<file path="src/rtl/core/ddo_pkg.sv">
`timescale 1ns / 1ps
`default_nettype none
// ----------------------------------------------------------------------------
// ddo_pkg
// Shared types and constants for the differential drive odometry core.
// ----------------------------------------------------------------------------
package ddo_pkg;

    localparam int PROD_W    = 68;   // serial multiplier accumulator width
    localparam int MUL_B_W   = 34;   // widest multiplier operand
    localparam int MUL_CNT_W = 6;    // multiplier bit counter
    localparam int ANG_W     = 34;   // CORDIC x/y/z width
    localparam int DIST_W    = 34;   // forward distance, Q.24 meters
    localparam int CFG_IDX_W = 2;

    localparam logic [CFG_IDX_W-1:0] CFG_WHEEL_RADIUS = 2'd0;
    localparam logic [CFG_IDX_W-1:0] CFG_INV_TRACK    = 2'd1;

    localparam logic [15:0] WHEEL_RADIUS_RST = 16'd6554;
    localparam logic [15:0] INV_TRACK_RST    = 16'd5120;

    localparam logic [15:0]       RATE_MUL     = 16'd10937;
    localparam logic [20:0]       DIST_DIVISOR = 21'd2000000;
    localparam logic [PROD_W-1:0] DIST_HALF    = 68'd1000000;
    localparam logic [ANG_W-1:0]  CORDIC_START = 34'd652032874;

    typedef struct packed {
        logic                 start;
        logic                 b_signed;
        logic [MUL_CNT_W-1:0] b_len;
    } ddo_mul_ctl_t;

    // atan(2^-i) in units of 2^-32 turn
    function automatic logic [31:0] atan_lut(input logic [4:0] i);
        logic [31:0] v;
        unique case (i)
            5'd0:  v = 32'd536870912;
            5'd1:  v = 32'd316933406;
            5'd2:  v = 32'd167458907;
            5'd3:  v = 32'd85004756;
            5'd4:  v = 32'd42667331;
            5'd5:  v = 32'd21354465;
            5'd6:  v = 32'd10679838;
            5'd7:  v = 32'd5340245;
            5'd8:  v = 32'd2670163;
            5'd9:  v = 32'd1335087;
            5'd10: v = 32'd667544;
            5'd11: v = 32'd333772;
            5'd12: v = 32'd166886;
            5'd13: v = 32'd83443;
            5'd14: v = 32'd41722;
            5'd15: v = 32'd20861;
            5'd16: v = 32'd10430;
            5'd17: v = 32'd5215;
            5'd18: v = 32'd2608;
            5'd19: v = 32'd1304;
            5'd20: v = 32'd652;
            5'd21: v = 32'd326;
            5'd22: v = 32'd163;
            5'd23: v = 32'd81;
            5'd24: v = 32'd41;
            5'd25: v = 32'd20;
            5'd26: v = 32'd10;
            5'd27: v = 32'd5;
            5'd28: v = 32'd3;
            5'd29: v = 32'd1;
            5'd30: v = 32'd1;
            default: v = 32'd0;
        endcase
        return v;
    endfunction

endpackage
`default_nettype wire

</file>
<file path="src/rtl/core/ddo_mul.sv">
`timescale 1ns / 1ps
`default_nettype none
// ----------------------------------------------------------------------------
// ddo_mul
// Bit-serial shift-add multiplier, one multiplier bit per cycle.
// ----------------------------------------------------------------------------
module ddo_mul
    import ddo_pkg::*;
(
    input  wire logic                      clk,
    input  wire logic                      rst_n,
    input  wire ddo_mul_ctl_t              ctl,
    input  wire logic signed [PROD_W-1:0]  a,
    input  wire logic [MUL_B_W-1:0]        b,
    output logic signed [PROD_W-1:0]       prod,
    output logic                           done
);

    logic                  busy_reg, busy_next;
    logic                  done_reg, done_next;
    logic [MUL_CNT_W-1:0]  cnt_reg, cnt_next;
    logic [MUL_CNT_W-1:0]  len_reg;
    logic                  bsig_reg;
    logic [PROD_W-1:0]     m_reg;
    logic [MUL_B_W-1:0]    q_reg;
    logic [PROD_W-1:0]     p_reg;
    logic [PROD_W-1:0]     addend;
    logic                  last;

    assign addend = q_reg[0] ? m_reg : '0;
    assign last   = (cnt_reg == len_reg - MUL_CNT_W'(1));

    always_comb
    begin
        busy_next = busy_reg;
        done_next = 1'b0;
        cnt_next  = cnt_reg;
        if (ctl.start)
        begin
            busy_next = 1'b1;
            cnt_next  = '0;
        end
        else if (busy_reg)
        begin
            cnt_next = cnt_reg + MUL_CNT_W'(1);
            if (last)
            begin
                busy_next = 1'b0;
                done_next = 1'b1;
            end
        end
    end

    always_ff @(posedge clk or negedge rst_n)
    begin
        if (!rst_n)
        begin
            busy_reg <= 1'b0;
            done_reg <= 1'b0;
            cnt_reg  <= '0;
        end
        else
        begin
            busy_reg <= busy_next;
            done_reg <= done_next;
            cnt_reg  <= cnt_next;
        end
    end

    always_ff @(posedge clk)
    begin
        if (ctl.start)
        begin
            m_reg    <= a;
            q_reg    <= b;
            p_reg    <= '0;
            len_reg  <= ctl.b_len;
            bsig_reg <= ctl.b_signed;
        end
        else if (busy_reg)
        begin
            // sign bit of a signed multiplier carries negative weight
            if (last && bsig_reg)
                p_reg <= p_reg - addend;
            else
                p_reg <= p_reg + addend;
            m_reg <= {m_reg[PROD_W-2:0], 1'b0};
            q_reg <= {1'b0, q_reg[MUL_B_W-1:1]};
        end
    end

    assign prod = p_reg;
    assign done = done_reg;

endmodule
`default_nettype wire

</file>
<file path="src/rtl/core/ddo_div.sv">
`timescale 1ns / 1ps
`default_nettype none
// ----------------------------------------------------------------------------
// ddo_div
// Restoring bit-serial floor division by the distance scale constant.
// ----------------------------------------------------------------------------
module ddo_div
    import ddo_pkg::*;
(
    input  wire logic                      clk,
    input  wire logic                      rst_n,
    input  wire logic                      start,
    input  wire logic signed [PROD_W-1:0]  n,
    output logic signed [DIST_W-1:0]       q,
    output logic                           done
);

    localparam int DVD_W = 53;
    localparam int CNT_W = $clog2(DVD_W + 1);

    logic              busy_reg, busy_next;
    logic              done_reg, done_next;
    logic [CNT_W-1:0]  cnt_reg, cnt_next;
    logic              neg_reg;
    logic [DVD_W-1:0]  dvd_reg;
    logic [20:0]       rem_reg;
    logic [DIST_W-1:0] quo_reg;
    logic [PROD_W-1:0] mag;
    logic [21:0]       trial;
    logic              fits;

    // floor(n/k) for n < 0 equals ~floor(~n/k)
    assign mag   = n[PROD_W-1] ? ~n : n;
    assign trial = {rem_reg, dvd_reg[DVD_W-1]};
    assign fits  = (trial >= {1'b0, DIST_DIVISOR});

    always_comb
    begin
        busy_next = busy_reg;
        done_next = 1'b0;
        cnt_next  = cnt_reg;
        if (start)
        begin
            busy_next = 1'b1;
            cnt_next  = '0;
        end
        else if (busy_reg)
        begin
            cnt_next = cnt_reg + CNT_W'(1);
            if (cnt_reg == CNT_W'(DVD_W - 1))
            begin
                busy_next = 1'b0;
                done_next = 1'b1;
            end
        end
    end

    always_ff @(posedge clk or negedge rst_n)
    begin
        if (!rst_n)
        begin
            busy_reg <= 1'b0;
            done_reg <= 1'b0;
            cnt_reg  <= '0;
        end
        else
        begin
            busy_reg <= busy_next;
            done_reg <= done_next;
            cnt_reg  <= cnt_next;
        end
    end

    always_ff @(posedge clk)
    begin
        if (start)
        begin
            neg_reg <= n[PROD_W-1];
            dvd_reg <= mag[DVD_W-1:0];
            rem_reg <= '0;
            quo_reg <= '0;
        end
        else if (busy_reg)
        begin
            rem_reg <= fits ? 21'(trial - {1'b0, DIST_DIVISOR}) : trial[20:0];
            dvd_reg <= {dvd_reg[DVD_W-2:0], 1'b0};
            quo_reg <= {quo_reg[DIST_W-2:0], fits};
        end
    end

    assign q    = neg_reg ? ~quo_reg : quo_reg;
    assign done = done_reg;

endmodule
`default_nettype wire

</file>
<file path="src/rtl/core/ddo_cordic.sv">
`timescale 1ns / 1ps
`default_nettype none
// ----------------------------------------------------------------------------
// ddo_cordic
// Iterative rotation-mode CORDIC, one micro-rotation per cycle.
// ----------------------------------------------------------------------------
module ddo_cordic
    import ddo_pkg::*;
#(
    parameter int HEADING_BITS      = 16,
    parameter int CORDIC_ITERATIONS = 16
)
(
    input  wire logic                    clk,
    input  wire logic                    rst_n,
    input  wire logic                    start,
    input  wire logic [HEADING_BITS-1:0] angle,
    output logic signed [ANG_W-1:0]      cos_out,
    output logic signed [ANG_W-1:0]      sin_out,
    output logic                         valid
);

    localparam int CNT_W = $clog2(CORDIC_ITERATIONS + 1);

    logic                    busy_reg, busy_next;
    logic                    valid_reg, valid_next;
    logic [CNT_W-1:0]        cnt_reg, cnt_next;
    logic [1:0]              quad_reg;
    logic signed [ANG_W-1:0] x_reg, y_reg, z_reg;
    logic [31:0]             a32;
    logic [31:0]             a_rnd;
    logic [1:0]              quad;
    logic [31:0]             z0;
    logic [4:0]              idx;
    logic signed [ANG_W-1:0] xs, ys, at;

    assign a32   = 32'(angle) << (32 - HEADING_BITS);
    assign a_rnd = a32 + 32'h2000_0000;
    assign quad  = a_rnd[31:30];
    assign z0    = a32 - {quad, 30'd0};
    assign idx   = 5'(cnt_reg);
    assign xs    = x_reg >>> idx;
    assign ys    = y_reg >>> idx;
    assign at    = ANG_W'(atan_lut(idx));

    always_comb
    begin
        busy_next  = busy_reg;
        valid_next = valid_reg;
        cnt_next   = cnt_reg;
        if (start)
        begin
            busy_next  = 1'b1;
            valid_next = 1'b0;
            cnt_next   = '0;
        end
        else if (busy_reg)
        begin
            cnt_next = cnt_reg + CNT_W'(1);
            if (cnt_reg == CNT_W'(CORDIC_ITERATIONS - 1))
            begin
                busy_next  = 1'b0;
                valid_next = 1'b1;
            end
        end
    end

    always_ff @(posedge clk or negedge rst_n)
    begin
        if (!rst_n)
        begin
            busy_reg  <= 1'b0;
            valid_reg <= 1'b0;
            cnt_reg   <= '0;
        end
        else
        begin
            busy_reg  <= busy_next;
            valid_reg <= valid_next;
            cnt_reg   <= cnt_next;
        end
    end

    always_ff @(posedge clk)
    begin
        if (start)
        begin
            x_reg    <= CORDIC_START;
            y_reg    <= '0;
            z_reg    <= ANG_W'($signed(z0));
            quad_reg <= quad;
        end
        else if (busy_reg)
        begin
            if (!z_reg[ANG_W-1])
            begin
                x_reg <= x_reg - ys;
                y_reg <= y_reg + xs;
                z_reg <= z_reg - at;
            end
            else
            begin
                x_reg <= x_reg + ys;
                y_reg <= y_reg - xs;
                z_reg <= z_reg + at;
            end
        end
    end

    // quadrant unfold
    always_comb
    begin
        unique case (quad_reg)
            2'd0:
            begin
                cos_out = x_reg;
                sin_out = y_reg;
            end
            2'd1:
            begin
                cos_out = -y_reg;
                sin_out = x_reg;
            end
            2'd2:
            begin
                cos_out = -x_reg;
                sin_out = -y_reg;
            end
            default:
            begin
                cos_out = y_reg;
                sin_out = -x_reg;
            end
        endcase
    end

    assign valid = valid_reg;

endmodule
`default_nettype wire

</file>
<file path="src/rtl/core/differential_drive_odometry_top.sv">
`timescale 1ns / 1ps
`default_nettype none
// ----------------------------------------------------------------------------
// differential_drive_odometry_top
// Dead-reckoning pose integrator for a two-wheeled differential drive.
// Each item runs through eight products on the shared serial multiplier and
//   the serial divider in turn; in_ready is high only in idle, so a new item
//   is not taken before the last one is through. The next item is taken as
//   soon as the sequencer returns to idle, even while the last pose still
//   waits. A pose that is not taken holds the sequencer in its final state.
// Reset: pose and heading clear to zero, config registers to their defaults.
// ----------------------------------------------------------------------------
module differential_drive_odometry_top
    import ddo_pkg::*;
#(
    parameter int HEADING_BITS      = 16,
    parameter int CORDIC_ITERATIONS = 16
)
(
    input  wire logic                 clk,
    input  wire logic                 rst_n,
    // configuration write channel
    input  wire logic                 cfg_valid,
    output logic                      cfg_ready,
    input  wire logic [CFG_IDX_W-1:0] cfg_index,
    input  wire logic [15:0]          cfg_data,
    // input item channel
    input  wire logic                 in_valid,
    output logic                      in_ready,
    input  wire logic signed [15:0]   left_wheel_speed,
    input  wire logic signed [15:0]   right_wheel_speed,
    input  wire logic [19:0]          elapsed_time,
    // result channel
    output logic                      out_valid,
    input  wire logic                 out_ready,
    output logic signed [31:0]        pos_x,
    output logic signed [31:0]        pos_y,
    output logic [15:0]               heading
);

    // sequencer states
    localparam logic [3:0] S_IDLE = 4'd0;
    localparam logic [3:0] S_M1   = 4'd1;   // (wl + wr) * radius
    localparam logic [3:0] S_M2   = 4'd2;   // * elapsed time
    localparam logic [3:0] S_DIV  = 4'd3;   // round to Q.24 distance
    localparam logic [3:0] S_M3   = 4'd4;   // d * cos
    localparam logic [3:0] S_M4   = 4'd5;   // d * sin
    localparam logic [3:0] S_M5   = 4'd6;   // (wr - wl) * radius
    localparam logic [3:0] S_M6   = 4'd7;   // * inverse track width
    localparam logic [3:0] S_M7   = 4'd8;   // * rate scale
    localparam logic [3:0] S_M8   = 4'd9;   // rate * elapsed time
    localparam logic [3:0] S_DONE = 4'd10;  // wait for the output register

    localparam logic signed [33:0] SAT_MAX = 34'sh0_7FFF_FFFF;
    localparam logic signed [33:0] SAT_MIN = -34'sh0_8000_0000;
    localparam logic [PROD_W-1:0]  RATE_RND = 68'd1 << 23;
    localparam logic [PROD_W-1:0]  POS_RND  = 68'd1 << 37;
    localparam logic [PROD_W-1:0]  HD_RND   = 68'd1 << (47 - HEADING_BITS);

    logic [3:0]  state_reg, state_next;
    logic        launch_reg, launch_next;
    logic        out_valid_reg, out_valid_next;

    logic [15:0] radius_reg;
    logic [15:0] inv_track_reg;

    // accumulated pose, driven straight to the result ports
    logic signed [31:0]      x_acc_reg;
    logic signed [31:0]      y_acc_reg;
    logic [HEADING_BITS-1:0] heading_acc_reg;

    // pose waiting to be committed
    logic signed [31:0]      x_pend_reg;
    logic signed [31:0]      y_pend_reg;
    logic [HEADING_BITS-1:0] h_pend_reg;

    // latched item
    logic signed [15:0] wl_reg;
    logic signed [15:0] wr_reg;
    logic [19:0]        dt_reg;

    logic in_xfer;
    logic commit;

    // shared serial multiplier
    ddo_mul_ctl_t              mul_ctl;
    logic signed [PROD_W-1:0]  mul_a;
    logic [MUL_B_W-1:0]        mul_b;
    logic signed [PROD_W-1:0]  mul_prod;
    logic                      mul_done;

    // distance divider
    logic                      div_start;
    logic signed [DIST_W-1:0]  fwd_dist;
    logic                      div_done;

    // sine/cosine
    logic signed [ANG_W-1:0]   cos_v;
    logic signed [ANG_W-1:0]   sin_v;
    logic                      cs_valid;

    logic signed [16:0]        w_sum;
    logic signed [16:0]        w_diff;
    logic [PROD_W-1:0]         rate_sum;
    logic [PROD_W-1:0]         pos_sum;
    logic [PROD_W-1:0]         hd_sum;
    logic signed [33:0]        acc_sum;
    logic signed [31:0]        acc_sat;
    logic signed [31:0]        acc_cur;
    logic                      mul_go;

    assign in_ready  = (state_reg == S_IDLE);
    assign in_xfer   = in_valid && in_ready;
    assign cfg_ready = 1'b1;
    assign commit    = (state_reg == S_DONE) && (!out_valid_reg || out_ready);

    assign w_sum  = 17'(wl_reg) + 17'(wr_reg);
    assign w_diff = 17'(wr_reg) - 17'(wl_reg);

    // round-half-up helpers on the product
    assign rate_sum = mul_prod + RATE_RND;
    assign pos_sum  = mul_prod + POS_RND;
    assign hd_sum   = mul_prod + HD_RND;

    // saturating position update, shared by the x and y products
    assign acc_cur = (state_reg == S_M3) ? x_acc_reg : y_acc_reg;
    assign acc_sum = 34'(acc_cur) + 34'($signed(pos_sum[PROD_W-1:38]));
    always_comb
    begin
        priority if (acc_sum > SAT_MAX)
            acc_sat = 32'(SAT_MAX);
        else if (acc_sum < SAT_MIN)
            acc_sat = 32'(SAT_MIN);
        else
            acc_sat = acc_sum[31:0];
    end

    // the x product waits for sine/cosine to settle
    assign mul_go = launch_reg &&
                    (state_reg == S_M1 || state_reg == S_M2 || state_reg == S_M4 ||
                     state_reg == S_M5 || state_reg == S_M6 || state_reg == S_M7 ||
                     state_reg == S_M8 || (state_reg == S_M3 && cs_valid));
    assign div_start = launch_reg && (state_reg == S_DIV);

    // multiplier operand selection
    always_comb
    begin
        mul_ctl.start    = mul_go;
        mul_ctl.b_signed = 1'b0;
        mul_ctl.b_len    = MUL_CNT_W'(16);
        mul_a            = mul_prod;
        mul_b            = MUL_B_W'(radius_reg);
        unique case (state_reg)
            S_M1:
            begin
                mul_a = PROD_W'(w_sum);
            end
            S_M2:
            begin
                mul_b         = MUL_B_W'(dt_reg);
                mul_ctl.b_len = MUL_CNT_W'(20);
            end
            S_M3:
            begin
                mul_a            = PROD_W'(fwd_dist);
                mul_b            = cos_v;
                mul_ctl.b_signed = 1'b1;
                mul_ctl.b_len    = MUL_CNT_W'(MUL_B_W);
            end
            S_M4:
            begin
                mul_a            = PROD_W'(fwd_dist);
                mul_b            = sin_v;
                mul_ctl.b_signed = 1'b1;
                mul_ctl.b_len    = MUL_CNT_W'(MUL_B_W);
            end
            S_M5:
            begin
                mul_a = PROD_W'(w_diff);
            end
            S_M6:
            begin
                mul_b = MUL_B_W'(inv_track_reg);
            end
            S_M7:
            begin
                mul_b = MUL_B_W'(RATE_MUL);
            end
            S_M8:
            begin
                mul_a         = PROD_W'($signed(rate_sum[63:24]));
                mul_b         = MUL_B_W'(dt_reg);
                mul_ctl.b_len = MUL_CNT_W'(20);
            end
            default:
            begin
                mul_a = mul_prod;
            end
        endcase
    end

    // sequencer
    always_comb
    begin
        state_next     = state_reg;
        launch_next    = launch_reg;
        out_valid_next = out_valid_reg;
        if (out_valid_reg && out_ready)
            out_valid_next = 1'b0;
        if (mul_go || div_start)
            launch_next = 1'b0;
        unique case (state_reg)
            S_IDLE:
            begin
                if (in_xfer)
                begin
                    state_next  = S_M1;
                    launch_next = 1'b1;
                end
            end
            S_M1, S_M2, S_M3, S_M4, S_M5, S_M6, S_M7:
            begin
                if (mul_done)
                begin
                    state_next  = (state_reg == S_M2) ? S_DIV : state_reg + 4'd1;
                    launch_next = 1'b1;
                end
            end
            S_DIV:
            begin
                if (div_done)
                begin
                    state_next  = S_M3;
                    launch_next = 1'b1;
                end
            end
            S_M8:
            begin
                if (mul_done)
                    state_next = S_DONE;
            end
            S_DONE:
            begin
                if (commit)
                begin
                    out_valid_next = 1'b1;
                    state_next     = S_IDLE;
                end
            end
            default:
            begin
                state_next = S_IDLE;
            end
        endcase
    end

    always_ff @(posedge clk or negedge rst_n)
    begin
        if (!rst_n)
        begin
            state_reg       <= S_IDLE;
            launch_reg      <= 1'b0;
            out_valid_reg   <= 1'b0;
            radius_reg      <= WHEEL_RADIUS_RST;
            inv_track_reg   <= INV_TRACK_RST;
            x_acc_reg       <= '0;
            y_acc_reg       <= '0;
            heading_acc_reg <= '0;
        end
        else
        begin
            state_reg     <= state_next;
            launch_reg    <= launch_next;
            out_valid_reg <= out_valid_next;
            if (cfg_valid && cfg_ready)
            begin
                if (cfg_index == CFG_WHEEL_RADIUS)
                    radius_reg <= cfg_data;
                else if (cfg_index == CFG_INV_TRACK)
                    inv_track_reg <= cfg_data;
            end
            if (commit)
            begin
                x_acc_reg       <= x_pend_reg;
                y_acc_reg       <= y_pend_reg;
                heading_acc_reg <= h_pend_reg;
            end
        end
    end

    // payload capture
    always_ff @(posedge clk)
    begin
        if (in_xfer)
        begin
            wl_reg <= left_wheel_speed;
            wr_reg <= right_wheel_speed;
            dt_reg <= elapsed_time;
        end
        if (mul_done && state_reg == S_M3)
            x_pend_reg <= acc_sat;
        if (mul_done && state_reg == S_M4)
            y_pend_reg <= acc_sat;
        if (mul_done && state_reg == S_M8)
            h_pend_reg <= heading_acc_reg + hd_sum[48-HEADING_BITS +: HEADING_BITS];
    end

    ddo_mul u_mul (
        .clk   (clk),
        .rst_n (rst_n),
        .ctl   (mul_ctl),
        .a     (mul_a),
        .b     (mul_b),
        .prod  (mul_prod),
        .done  (mul_done)
    );

    ddo_div u_div (
        .clk   (clk),
        .rst_n (rst_n),
        .start (div_start),
        .n     ($signed(mul_prod + DIST_HALF)),
        .q     (fwd_dist),
        .done  (div_done)
    );

    // uses the heading from before this update
    ddo_cordic #(
        .HEADING_BITS      (HEADING_BITS),
        .CORDIC_ITERATIONS (CORDIC_ITERATIONS)
    ) u_cordic (
        .clk     (clk),
        .rst_n   (rst_n),
        .start   (in_xfer),
        .angle   (heading_acc_reg),
        .cos_out (cos_v),
        .sin_out (sin_v),
        .valid   (cs_valid)
    );

    assign out_valid = out_valid_reg;
    assign pos_x     = x_acc_reg;
    assign pos_y     = y_acc_reg;

    // top 16 bits of the binary angle
    generate
        if (HEADING_BITS >= 16)
        begin : g_hd_wide
            assign heading = heading_acc_reg[HEADING_BITS-1 -: 16];
        end
        else
        begin : g_hd_narrow
            assign heading = 16'(heading_acc_reg) << (16 - HEADING_BITS);
        end
    endgenerate

endmodule
`default_nettype wire

</file>
<file path="config.mk">
export PLATFORM = sky130hd
export DESIGN_NAME = differential_drive_odometry_top
export DESIGN_NICKNAME = d
export VERILOG_FILES = /design/src/rtl/core/ddo_pkg.sv /design/src/rtl/core/ddo_mul.sv /design/src/rtl/core/ddo_div.sv /design/src/rtl/core/ddo_cordic.sv /design/src/rtl/core/differential_drive_odometry_top.sv
export SDC_FILE = /design/constraint.sdc
export NUM_CORES = 2
export LEC_CHECK = 0
export BUFFER_PORTS_ARGS = -buffer_cell sky130_fd_sc_hd__buf_2
export CORE_MARGIN = 2
export CORE_UTILIZATION = 60
export DETAILED_ROUTE_END_ITERATION = 8
export GPL_TIMING_DRIVEN = 0
export MAX_ROUTING_LAYER = met4
export PLACE_DENSITY_LB_ADDON = 0.12
export SYNTH_ARGS = -nofsm -noshare
export SYNTH_HDL_FRONTEND = slang
export SYNTH_HIERARCHICAL = 1
export SYNTH_SLANG_ARGS = --single-unit
</file>
<file path="constraint.sdc">
create_clock -name clk -period 11 [get_ports clk]
set_input_delay 1.1 -clock clk [delete_from_list [all_inputs] [get_ports clk]]
set_output_delay 1.1 -clock clk [all_outputs]
set_load 0.02 [all_outputs]
</file>
## Word-level counts from Yosys, hierarchy flattened

Memories as Yosys holds them, arrays and structs flattened.
Index checks and enable logic that the tools add are counted.

| word-level totals | value |
|---|---|
| bits in registers | 663 |
| ROM bits | 960 |
| output and inout port bits | 83 |
| logic and storage cells | 190 |
| memories kept | 1 |

| cells by class | value |
|---|---|
| add/sub/neg operators | 26 |
| magnitude comparators | 3 |
| eq/ne operators | 21 |
| shift operators | 2 |
| multiplexer cells | 64 |
| bitwise gates (word level) | 3 |
| reduce and logical (&&, ||, !) cells | 34 |

Memory list:

| name | words | width | rd ports | clocked after memory_dff | write ports | RTL line | text |
|---|---|---|---|---|---|---|---|
| (no name shown) | 32 | 30 | 1 | 0 | 0 | ddo_pkg.sv:36 | `unique case (i)` |

Operators by type and width:

| cell | count |
|---|---|
| $mux 34 | 8 |
| $mux 68 | 4 |
| $pmux 68 s4 | 1 |
| $pmux 34 s3 | 2 |
| $pmux 34 s5 | 1 |
| $mux 53 | 3 |
| $mux 32 | 3 |
| $add 34x34->34 | 2 |
| $add 68x20->68 const B | 1 |
| $add 68x38->68 const B | 1 |
| $add 68x68->68 | 1 |
| $neg 34->34 | 2 |
| $sshr 34x5->34 | 2 |
| $sub 34x34->34 | 2 |
| $sub 68x68->68 | 1 |
| $add 64x24->64 const B | 1 |
| $not 53->53 | 1 |
| $add 48x32->48 const B | 1 |
| $add 34x33->34 | 1 |
| $not 34->34 | 1 |
| $sub 34x33->34 | 1 |
| $add 32x30->33 | 1 |
| $gt 33x32->1 const B | 1 |
| $lt 33x32->1 const B | 1 |
| 42 further kinds | 110 |

## Depth between registers and ports, before layout

| depth | value |
|---|---|
| word-level depth | 13 |
| depth in mapped cells | 29 |

## By module

The synthesis kept the hierarchy.

Modules (own cells, without submodules):

| module | times used | cells an instance | area an instance (sq um) | sequential area each (sq um) |
|---|---|---|---|---|
| ddo_cordic | 1 | 2,514 | 19,484.9 | 2,617.5 |
| differential_drive_odometry_top | 1 | 1,790 | 17,018.8 | 6,927.9 |
| ddo_mul | 1 | 1,518 | 13,494.2 | 4,834.6 |
| ddo_div | 1 | 539 | 5,587.9 | 2,922.8 |

## Worst setup path before layout

Ideal clock, no wire load.

| timing path | value |
|---|---|
| kind | reg-to-reg |
| start | register u_cordic.cnt_reg[1] |
| end | register u_cordic.z_reg[32] (data pin) |
| setup time | 0.146 ns |
| arrival | 6.271 ns |
| data required time | 10.854 ns |
| path slack | 4.583 ns |
| cell stages (with the launch flop) | 27 |
| buffers on the path | 6 |
| period minus slack after synthesis | 6.417 ns |
| path through | dfrtp_1 > clkbuf_1 > inv_2 > buf_1 > buf_2 > buf_2 > ha_1 > clkbuf_2 > mux4_2 > nor2b_1 > a21oi_1 > nor4_1 > and4_1 > or2_2 > clkbuf_1 > xnor2_1 > ha_1 > a21o_1 > a21o_1 > a211oi_1 > o21ai_0 > a221oi_1 > o211a_1 > o311ai_0 > o31ai_1 > mux2_2 > a21oi_1 |

| between the ends | value |
|---|---|
| cells in the longest elaborated chain, start to end | 5 |
| elaborated cells between the ends (all ways) | 6 |
| classes of those cells | 2 x add/sub; 3 x mux; 1 x memory |

RTL lines:

| element | RTL line | text |
|---|---|---|
| from (decl) | ddo_cordic.sv:27 | `logic [CNT_W-1:0] cnt_reg, cnt_next;` |
| from (signal assigned) | ddo_cordic.sv:80 | `cnt_reg <= cnt_next;` |
| $mem_v2 32x30 (*) | n/a |  |
| $sub 34x33->34 / $add 34x33->34 (equally long branches) | ddo_cordic.sv:99, ddo_cordic.sv:105 |  |
| $mux 34 (*) | ddo_cordic.sv:95 | `if (!z_reg[ANG_W-1])` |
| $mux 34 (*) | ddo_cordic.sv:93 | `else if (busy_reg)` |
| $mux 34 (*) | ddo_cordic.sv:86 | `if (start)` |
| to (signal assigned) | ddo_cordic.sv:90 | `z_reg <= ANG_W'($signed(z0));` |
| to (signal assigned) | ddo_cordic.sv:99 | `z_reg <= z_reg - at;` |
| to (signal assigned) | ddo_cordic.sv:105 | `z_reg <= z_reg + at;` |
| to (decl) | ddo_cordic.sv:29 | `logic signed [ANG_W-1:0] x_reg, y_reg, z_reg;` |

Mark *: on every way between the ends. The rest lies on a longest branch, timed or not. The select of a mux whose other input is x is not followed.
A chain may end at the register's enable or synchronous reset.

## Worst setup path in the final report

| timing path | value |
|---|---|
| start | register u_mul.q_reg[0] |
| end | register u_mul.p_reg[63], in the netlist u_mul/prod[63] |

| between the ends | value |
|---|---|
| cells in the longest elaborated chain, start to end | 3 |
| elaborated cells between the ends (all ways) | 4 |
| classes of those cells | 2 x add/sub; 2 x mux |

RTL lines:

| element | RTL line | text |
|---|---|---|
| from (decl) | ddo_mul.sv:25 | `logic [MUL_B_W-1:0] q_reg;` |
| from (signal assigned) | ddo_mul.sv:88 | `q_reg <= {1'b0, q_reg[MUL_B_W-1:1]};` |
| $mux 68 (*) | ddo_mul.sv:30 | `assign addend = q_reg[0] ? m_reg : '0;` |
| $add 68x68->68 / $sub 68x68->68 (equally long branches) | ddo_mul.sv:86, ddo_mul.sv:84 |  |
| $mux 68 (*) | ddo_mul.sv:83 | `if (last && bsig_reg)` |
| to (signal assigned) | ddo_mul.sv:84 | `p_reg <= p_reg - addend;` |
| to (signal assigned) | ddo_mul.sv:86 | `p_reg <= p_reg + addend;` |
| to (decl) | ddo_mul.sv:26 | `logic [PROD_W-1:0] p_reg;` |

Mark *: on every way between the ends. The rest lies on a longest branch, timed or not.

==> results.cfg <==
[clock_network]
clock_path_buffers = 3
post_cts_resized = 0
cts_setup_buffers = 0
cts-root-buf = clkbuf_16
clock-sinks = 663
clk_latency_ps = 710
h-tree-depth = 3
cts_hold_buf = 0
cts-buffers-inserted = 77
cts.clk_slew.worst_paths_ps = 60
cts_tree = yes

[route]
ant_nets = 0
wire_per_inst_um = 30.6
drt-pass1-iter-count = 9
vias = 55900
drc = 17
wirelength_um = 240000
vias_per_cell = 7.13
drtIter0Drc = 8970

[floorplan]
coreArea_sq_mm = 0.0915
rows = 111
initial_core_util_pct = 60.5
io-pin-count = 158
die-area_sq_mm = 0.0948
die_h_um = 308
die_w_um = 308

[timing]
tightest_slew_ps = 1560
finClkSkew_ps = 50.0
max_freq_ghz = 0.0902
fin_ws_ps = -91.4
period_share_pct = 101
drv_slew = 32
finalCriticalPeriod_ps = 11090
rsz0062_at_grt = false
slew_headroom_pct = -6.98
hold_violations = 0
setup_viol = 3

[synthesis]
syn_avg_cell_area_sq_um = 8.75
synth_area_sq_mm = 0.0554
yosysWarnings = 6
syn_inst = 6330

[outcome]
status = complete, but fails checks
violations = design-rule violations, max-capacitance violations, max-slew violations, negative setup slack

[cells_and_area]
n_fill_cell = 7246
multiInputGateArea_sq_mm = 0.0357
layout.cells.non_filler = 7830
final_util_pct = 66.0
register_area_sq_mm = 0.0173
area_delta_synth_final_pct = 9.04
drive_above_1_share_pct = 12.1
layout_common_cells = 712 x nand2_1, 644 x nor2_1, 483 x a21oi_1
nets = 6931
mostFrequentLayoutCell = nand2_1
design_area_sq_mm = 0.0604

[place]
place_congestion = 1.16
numPlacedInstances = 7679
dp_slack_ps = 653
dp_hpwl_um = 180000
dpl_cell_area_sq_mm = 0.0578
io_buffer_count = 156

[critical_path]
crit_buf_inv = 10
worst_ep_required_time_ps = 11580
start_kind = flop
end_kind = flop
critPathMaxFanout = 10
slowest_stage = a2111oi_0
max_stage_delay_ps = 1350
crit_start = u_mul/q_reg[0]
crit_path_frequent_cell = clkbuf_1
cpLargestDelayFamily = buffers and inverters
critPathKind = reg2reg
arrival_ps = 11670
timing.rr.start = u_mul/q_reg[0]

[run]
drv_cap = 5

[global_route]
grt_pass1_wl_um = 346000
grt_max_degree = 82
grt_pass1_vias = 53100
overflow = 0
grtUsageTotal_pct = 50.8
antenna_found_initial = 5

[worst_hold_path]
hp-class = in2async
## final cells by class
type | instances | area share, %
Timing Repair Buffer | 162 | 1.56
Inverter | 159 | 0.992
Clock buffer | 105 | 3.62
Buffer | 438 | 3.00
Antenna cell | 8 | 0.0331
Multi-Input combinational cell | 5071 | 59.1
Tap cell | 1186 | 2.46
Sequential cell | 663 | 28.6
Clock inverter | 38 | 0.594
## worst paths after layout
check / end / slack [ps] / depth (start not counted)
worst max-delay path: u_mul/prod[63] / -90 / 28
worst min-delay path: u_cordic/cnt_reg[3] / 380 / 1
worst max register to register: u_mul/prod[63] / -90 / 28
worst min register to register: heading[13] / 480 / 1
max in group asynchronous: pos_y[21] / 9700 / 2
min in group clk: heading[13] / 480 / 1
## worst register-to-register path, delay by kind of cell, from the launching register on
family	cells	cell delay, ps
compound gates	8	3450
flops	1	610
fa+ha+maj	2	680
simple gates	8	1690
buf+inv	10	4580
## metrics by stage
step	setup TNS (ps)	hold WS [ps]
global placement	0	454
global route	0	430
detailed placement	0	464
CTS	0	386
finish	-198	382
floorplan	0	449
## routing by layer
| metal | GRT usage (%) | vias to the layer above | part of all wire, % |
|---|---|---|---|
| met2 | 75.6 | 4577 | 43 |
| li1 | - | 23600 | - |
| met5 | - | - | 0 |
| met1 | 57.8 | 26400 | 34 |
| met3 | 14.5 | 1359 | 13 |
| met4 | 39.2 | 0 | 9.8 |
Power is not shown: default switching activity piles up to over one toggle a cycle in this logic, so the estimate is an artifact.
